### src/design/tcsb_pkg.sv
// Shared types, codes and helpers for the tile column shift blitter.
`default_nettype none
package tcsb_pkg;

  localparam int DEF_MEM_WORDS = 8192;
  localparam int POS_W         = 13;
  localparam int WIDTH_W       = 10;
  localparam int WORD_W        = 32;
  localparam int COL_W         = 8;

  typedef enum logic [1:0] {
    OP_WRITE = 2'd0,
    OP_READ  = 2'd1,
    OP_PLOT  = 2'd2,
    OP_NONE  = 2'd3
  } op_t;

  typedef enum logic [3:0] {
    ST_IDLE,
    ST_WRITE,
    ST_READ,
    ST_READ_CAP,
    ST_CP_RD,
    ST_CP_WR,
    ST_RD_SRC,
    ST_RD_L,
    ST_WR_L,
    ST_WR_R,
    ST_DONE
  } state_t;

  typedef struct packed {
    logic we;
    logic re;
  } mem_ctl_t;

  typedef struct packed {
    logic [WORD_W-1:0] rdata;
    logic              done;
  } res_t;

  // keeps the low rem nibbles; rem zero means a full column
  function automatic logic [WORD_W-1:0] low_mask(input logic [2:0] rem);
    logic [WORD_W-1:0] m;
    m = '1;
    if (rem != 3'd0) begin
      m = ~({WORD_W{1'b1}} << {rem, 2'b00});
    end
    return m;
  endfunction

endpackage
`default_nettype wire

### src/design/tcsb_merge.sv
// Shared shift and nibble-mask merge unit for the left and right destination words.
`default_nettype none
module tcsb_merge (
  input  wire logic [tcsb_pkg::WORD_W-1:0] old_word,
  input  wire logic [tcsb_pkg::WORD_W-1:0] px,
  input  wire logic [tcsb_pkg::WORD_W-1:0] mask,
  input  wire logic [2:0]                  shift,
  input  wire logic                        right,
  output      logic [tcsb_pkg::WORD_W-1:0] merged
);
  import tcsb_pkg::*;

  logic [5:0]          amt;
  logic [2*WORD_W-1:0] px_wide;
  logic [2*WORD_W-1:0] mask_wide;
  logic [WORD_W-1:0]   px_sel;
  logic [WORD_W-1:0]   mask_sel;

  // upper half of the 64-bit shift is the spill into the tile eight words on
  always_comb begin
    amt       = {1'b0, shift, 2'b00};
    px_wide   = {{WORD_W{1'b0}}, px} << amt;
    mask_wide = {{WORD_W{1'b0}}, mask} << amt;
    if (right) begin
      px_sel   = px_wide[2*WORD_W-1:WORD_W];
      mask_sel = mask_wide[2*WORD_W-1:WORD_W];
    end else begin
      px_sel   = px_wide[WORD_W-1:0];
      mask_sel = mask_wide[WORD_W-1:0];
    end
    merged = (old_word & ~mask_sel) | px_sel;
  end

endmodule
`default_nettype wire

### src/design/tcsb_seq.sv
// Operation sequencer: address walk, row and column counters, memory and merge control.
`default_nettype none
module tcsb_seq #(
  parameter int MEM_WORDS = tcsb_pkg::DEF_MEM_WORDS,
  parameter int AW        = $clog2(MEM_WORDS)
) (
  input  wire logic                         clk,
  input  wire logic                         rst,
  input  wire logic                         in_valid,
  output      logic                         in_ready,
  input  wire tcsb_pkg::op_t                opcode,
  input  wire logic [tcsb_pkg::POS_W-1:0]   word_address,
  input  wire logic [tcsb_pkg::WORD_W-1:0]  write_data,
  input  wire logic [tcsb_pkg::WIDTH_W-1:0] plot_width,
  input  wire logic [tcsb_pkg::POS_W-1:0]   source_pos,
  input  wire logic [tcsb_pkg::POS_W-1:0]   source_stride,
  input  wire logic [tcsb_pkg::POS_W-1:0]   dest_pos,
  output      tcsb_pkg::mem_ctl_t           mem_ctl,
  output      logic [AW-1:0]                mem_waddr,
  output      logic [tcsb_pkg::WORD_W-1:0]  mem_wdata,
  output      logic [AW-1:0]                mem_raddr,
  input  wire logic [tcsb_pkg::WORD_W-1:0]  mem_rdata,
  output      logic                         res_valid,
  input  wire logic                         res_ready,
  output      tcsb_pkg::res_t               res
);
  import tcsb_pkg::*;

  localparam int EXT_W = (AW > POS_W) ? AW : POS_W;

  state_t            state;
  state_t            state_next;
  logic [AW-1:0]     addr;
  logic [WORD_W-1:0] wdata;
  logic [AW-1:0]     src;
  logic [AW-1:0]     dst;
  logic [AW-1:0]     stride;
  logic [2:0]        shift;
  logic [COL_W-1:0]  col_left;
  logic [2:0]        rem;
  logic [2:0]        row;
  logic [WORD_W-1:0] px;
  logic [WORD_W-1:0] res_rdata;
  logic              res_done;

  logic [EXT_W-1:0]  addr_ext;
  logic [EXT_W-1:0]  src_ext;
  logic [EXT_W-1:0]  dst_ext;
  logic [EXT_W-1:0]  stride_ext;
  logic [WIDTH_W:0]  width_up;
  logic [AW-1:0]     src_row;
  logic [AW-1:0]     dst_row;
  logic [AW-1:0]     dst_right;
  logic              row_last;
  logic              col_last;
  logic              accept;
  logic [WORD_W-1:0] mask;
  logic [WORD_W-1:0] merged;

  assign addr_ext   = EXT_W'(word_address);
  assign src_ext    = EXT_W'({source_pos[POS_W-1:3], 3'b000});
  assign dst_ext    = EXT_W'({dest_pos[POS_W-1:3], 3'b000});
  assign stride_ext = EXT_W'(source_stride);
  assign width_up   = {1'b0, plot_width} + (WIDTH_W+1)'(7);
  assign src_row    = src + AW'(row);
  assign dst_row    = dst + AW'(row);
  assign dst_right  = dst_row + AW'(8);
  assign row_last   = (row == 3'd7);
  assign col_last   = (col_left == COL_W'(1));
  assign accept     = in_valid && in_ready;
  assign mask       = col_last ? low_mask(rem) : {WORD_W{1'b1}};
  assign res.rdata  = res_rdata;
  assign res.done   = res_done;

  tcsb_merge u_merge (
    .old_word (mem_rdata),
    .px       (px),
    .mask     (mask),
    .shift    (shift),
    .right    (state == ST_WR_R),
    .merged   (merged)
  );

  always_ff @(posedge clk) begin
    if (rst) begin
      state <= ST_IDLE;
    end else begin
      state <= state_next;
    end
  end

  always_comb begin
    state_next = state;
    unique case (state)
      ST_IDLE: begin
        if (in_valid) begin
          unique case (opcode)
            OP_WRITE: state_next = ST_WRITE;
            OP_READ:  state_next = ST_READ;
            OP_PLOT: begin
              if (plot_width == '0) begin
                state_next = ST_DONE;
              end else if (dest_pos[2:0] == 3'd0) begin
                state_next = ST_CP_RD;
              end else begin
                state_next = ST_RD_SRC;
              end
            end
            OP_NONE:  state_next = ST_DONE;
            default:  state_next = ST_DONE;
          endcase
        end
      end
      ST_WRITE:    state_next = ST_DONE;
      ST_READ:     state_next = ST_READ_CAP;
      ST_READ_CAP: state_next = ST_DONE;
      ST_CP_RD:    state_next = ST_CP_WR;
      ST_CP_WR: begin
        state_next = (row_last && col_last) ? ST_DONE : ST_CP_RD;
      end
      ST_RD_SRC:   state_next = ST_RD_L;
      ST_RD_L:     state_next = ST_WR_L;
      ST_WR_L:     state_next = ST_WR_R;
      ST_WR_R: begin
        state_next = (row_last && col_last) ? ST_DONE : ST_RD_SRC;
      end
      ST_DONE: begin
        if (res_ready) begin
          state_next = ST_IDLE;
        end
      end
      default:     state_next = ST_IDLE;
    endcase
  end

  always_comb begin
    in_ready   = 1'b0;
    res_valid  = 1'b0;
    mem_ctl.we = 1'b0;
    mem_ctl.re = 1'b0;
    mem_waddr  = addr;
    mem_raddr  = addr;
    mem_wdata  = wdata;
    unique case (state)
      ST_IDLE:  in_ready = 1'b1;
      ST_WRITE: mem_ctl.we = 1'b1;
      ST_READ:  mem_ctl.re = 1'b1;
      ST_CP_RD: begin
        mem_ctl.re = 1'b1;
        mem_raddr  = src_row;
      end
      ST_CP_WR: begin
        mem_ctl.we = 1'b1;
        mem_waddr  = dst_row;
        mem_wdata  = mem_rdata;
      end
      ST_RD_SRC: begin
        mem_ctl.re = 1'b1;
        mem_raddr  = src_row;
      end
      ST_RD_L: begin
        mem_ctl.re = 1'b1;
        mem_raddr  = dst_row;
      end
      ST_WR_L: begin
        mem_ctl.we = 1'b1;
        mem_waddr  = dst_row;
        mem_wdata  = merged;
        mem_ctl.re = 1'b1;
        mem_raddr  = dst_right;
      end
      ST_WR_R: begin
        mem_ctl.we = 1'b1;
        mem_waddr  = dst_right;
        mem_wdata  = merged;
      end
      ST_DONE:  res_valid = 1'b1;
      default: begin
        in_ready = 1'b0;
      end
    endcase
  end

  always_ff @(posedge clk) begin
    if (accept) begin
      addr      <= addr_ext[AW-1:0];
      wdata     <= write_data;
      src       <= src_ext[AW-1:0];
      dst       <= dst_ext[AW-1:0];
      stride    <= stride_ext[AW-1:0];
      shift     <= dest_pos[2:0];
      col_left  <= width_up[WIDTH_W:3];
      rem       <= plot_width[2:0];
      row       <= 3'd0;
      res_rdata <= '0;
      res_done  <= (opcode != OP_NONE);
    end else begin
      if (state == ST_RD_L) begin
        px <= mem_rdata & mask;
      end
      if (state == ST_READ_CAP) begin
        res_rdata <= mem_rdata;
      end
      if (state == ST_CP_WR || state == ST_WR_R) begin
        row <= row + 3'd1;
        if (row_last) begin
          src      <= src + stride;
          dst      <= dst + AW'(8);
          col_left <= col_left - COL_W'(1);
        end
      end
    end
  end

endmodule
`default_nettype wire

### config.mk
export PLATFORM = sky130hd
export DESIGN_NAME = tcsb_seq
export DESIGN_NICKNAME = d
export VERILOG_FILES = /design/src/design/tcsb_pkg.sv /design/src/design/tcsb_merge.sv /design/src/design/tcsb_seq.sv
export SDC_FILE = /design/constraint.sdc
export NUM_CORES = 1
export LEC_CHECK = 0
export BUFFER_PORTS_ARGS = -buffer_cell sky130_fd_sc_hd__buf_4
export CAP_MARGIN = 40
export CORE_ASPECT_RATIO = 0.9
export CORE_MARGIN = 3
export CORE_UTILIZATION = 34
export CTS_BUF_LIST = sky130_fd_sc_hd__clkbuf_4 sky130_fd_sc_hd__clkbuf_8
export DETAILED_ROUTE_END_ITERATION = 6
export PLACE_DENSITY = 0.51
export SYNTH_ARGS = -nofsm -noshare
export SYNTH_HDL_FRONTEND = slang
export SYNTH_SLANG_ARGS = --single-unit
### constraint.sdc
create_clock -name clk -period 10 [get_ports clk]
set_input_delay 1.5 -clock clk [delete_from_list [all_inputs] [get_ports clk]]
set_output_delay 1.5 -clock clk [all_outputs]
set_load 0.05 [all_outputs]
==> flow_summary_export.csv <==
group,metric,value,unit
cts,cts-resized-gates,0,
sta,setup_viol,0,
synth,async_reset_ff_share,0,%
power_and_ir_drop,p_leak,4.86,nW
floorplan,placementRows,59,
cells_and_area,synthToLayoutAreaGrowth,24.4,%
synth,synth_seq_area_share,45.5,%
floorplan,dieArea,0.0318,mm2
synth,synth_top_area_cell,"edfxtp_1",
cts,numClockSinks,167,
sta,setup_tns,0,ns
synth,synth_nets,1230,
worst_setup_path,reg2reg_from,"state[0]",
sta,rsz0062_at_grt,"false",
sta,setup_ws,4.50,ns
place,gp_congestion,0.900,
cts,postCtsSetupBuffers,0,
global_routing,grt_overflow_total,0,
floorplan,core_area,0.0291,mm2
cts,worstSkewPairLatency,0.48,ns
sta,worstMarginPinSlew,0.852,ns
cts,clkTransAtPathRegs,0.09,ns
power_and_ir_drop,vdd_drop_max,0.000202,V
sta,maxSlewViolCount,0,
routing,drtIter0Drc,760,
sta,whs,0.458,ns
global_routing,grt_pass1_wl,51500,um
sta,max_slew_margin,43.0,%
synth,synthDistinctLibCells,76,
worst_setup_path,worst-path-max-fanout,32,
cells_and_area,nets,1417,
sta,clock.fmax,0.182,GHz
synth,avgSynthCellArea,9.41,um2
floorplan,die_w,188,um
cts,tritoncts,"yes",
floorplan,start_util,34.7,%
routing,ant_nets,0,
place,placedInstanceArea,0.0121,mm2
place,dp_hpwl,25500,um
routing,drt_pass1_iterations,5,
global_routing,grt_max_degree,51,
floorplan,ioPinCount,227,
routing,routed_wl,34400,um
routing,viasPerCell,5.38,
global_routing,first_global_vias,8549,
cts,root_buffer,"clkbuf_8",
global_routing,track_usage,21.1,%
sta,finClkSkew,0.0187,ns
worst_setup_path,crit_path_start_kind,"register",
synth,synth_most_common_cell,"nand2_1",
power_and_ir_drop,finalPower,4.21,mW
sta,hold_viol_final,0,
worst_setup_path,reg2reg_slack,6.88,ns
sta,fin_crit_sh,55.0,%
power_and_ir_drop,p_per_area,335,mW/mm2
worst_hold_path,hp-start,"res_rdata[17]",
worst_setup_path,required,8.50,ns
synth,synth_top_area_share,37.2,%
synth,syn_area,0.0101,mm2
synth,netlist_top_cells_area,"edfxtp_1, dfxtp_1, nand2_1, a21oi_1, a221o_1",
routing,routedWlPerCell,20.6,um
worst_setup_path,worstRegToRegCells,5,
floorplan,die_y,170,um
worst_hold_path,worstHoldPathType,"reg2reg",
cts,cts_buffer_depth,2,
cells_and_area,drive_gt1_share,24.6,%
synth,ys_warn_count,0,
place,dp_slack,5.15,ns
cts,h-tree-depth,4,
worst_setup_path,end_kind,"output port",
cts,numCtsBuffers,17,
synth,synth_common_cells,"nand2_1, edfxtp_1, a21oi_1",
routing,vias,8995,
synth,synthFlopType,"edfxtp_1",
worst_hold_path,holdPathStages,2,
worst_setup_path,r2r-end,"col_left[4]",
run,cap_violations,0,
outcome,outcome,"finished, final reports clean",
sta,post-route-min-period,5.50,ns
place,port_buffers,223,
cells_and_area,final_cell_area,0.0126,mm2
global_routing,antenna_found_initial,1,
worst_setup_path,cp.arrival,4.00,ns
worst_setup_path,worst-setup-path-type,"reg2out",
routing,drc_errors,0,
synth,synth_edf_count,125,
worst_hold_path,worstHoldEndpoint,"res_rdata[17]",
synth,synth_seq_cells,167,
synth,synth_cells,1074,
cts,cts_hold_buf,0,
[stage by stage]
stage	std cells	util [%]
2_1_floorplan	1074	-
6_report	1671	43.2
3_3_place_gp	1635	41.5
4_1_cts	1670	43.2
5_1_grt	1671	43.2
3_5_place_dp	1638	41.7
[final cells by class]
class	count	area, um2
fillers	2921	16500
diodes	1	2.50
multi-input cells	817	5130
repair buffers	238	1830
clock buffers	17	234
well taps	396	495
clock inverters	15	200
inverters	20	77.6
flip-flops and latches	167	4590
[cell usage in the layout, fill, tap and decap left out, types with 19 or more instances in the layout]
cell type / netlist / final
nand3_1: 42 / 42
a22oi_1: 28 / 28
o21ai_0: 55 / 55
nor3_1: 22 / 21
mux2_2: 19 / 19
buf_4: 1 / 235
dfxtp_1: 42 / 42
a221o_1: 35 / 35
nand2_1: 169 / 169
edfxtp_1: 125 / 125
a21oi_1: 87 / 87
nor2_1: 82 / 81
xnor2_1: 25 / 25
ha_1: 22 / 22
mux2i_1: 24 / 24
[where the power goes]
group	switching (mW)	internal [mW]	total [mW]
combinational	1.70	0.789	2.49
clock	0.276	0.274	0.550
sequential	0.172	0.998	1.17
total	2.15	2.06	4.21
[sequential cells by signal, indices dropped and copies added (netlist names)]
| signal | flops |
|---|---|
| dst | 10 |
| res_done | 1 |
| rem | 3 |
| px | 32 |
| shift | 3 |
| addr | 13 |
| res_rdata | 32 |
| wdata | 32 |
| row | 3 |
| state | 4 |
| col_left | 8 |
| src | 13 |
| stride | 13 |
[worst max-delay path, stage by stage (launching register included)]
cell and delay, ns:
dfxtp_1 0.74, and4bb_2 0.87, and2_1 0.71, nand2_1 0.15
o21ai_0 0.24, a21oi_1 0.18, a221o_1 0.42, buf_4 0.19
[worst max path at each step]
stage | from | end | slack (ns) | cells past startpoint
2_1_floorplan | state[3] | mem_raddr[6] | 5.36 | 5
3_3_place_gp | state[3] | mem_wdata[14] | 5.05 | 7
3_5_place_dp | state[0] | mem_wdata[24] | 5.15 | 7
4_1_cts | state[0] | mem_wdata[24] | 4.58 | 7
5_1_grt | state[0] | mem_wdata[27] | 4.31 | 7
6_report | state[0] | mem_wdata[24] | 4.50 | 7
[per-layer routing]
layer  share of wire, %  vias up  routed length [um]  track usage [%]
li1                   -     4357                   -                -
met1                 48     4304               16600             31.7
met2                 44      310               15100             31.6
met3                6.4       24                2210             3.86
met4                1.3        0                 438             4.92
met5                  0        -                   0                0
[kinds of logic (layout without fill, tap and decap cells)]
group | Yosys count | in the layout | synth area share, %
XOR/XNOR | 42 | 42 | 3.64
flip-flops | 167 | 167 | 45.5
AO/OA/AOI/OAI | 308 | 308 | 20.6
buffers and inverters | 90 | 290 | 3.84
other | 0 | 1 | 0
adder cells (fa/ha/maj) | 24 | 24 | 3.12
multiplexers | 44 | 44 | 4.72
AND/OR/NAND/NOR | 399 | 399 | 18.6
Note: power is estimated with default switching activity, not from simulation.
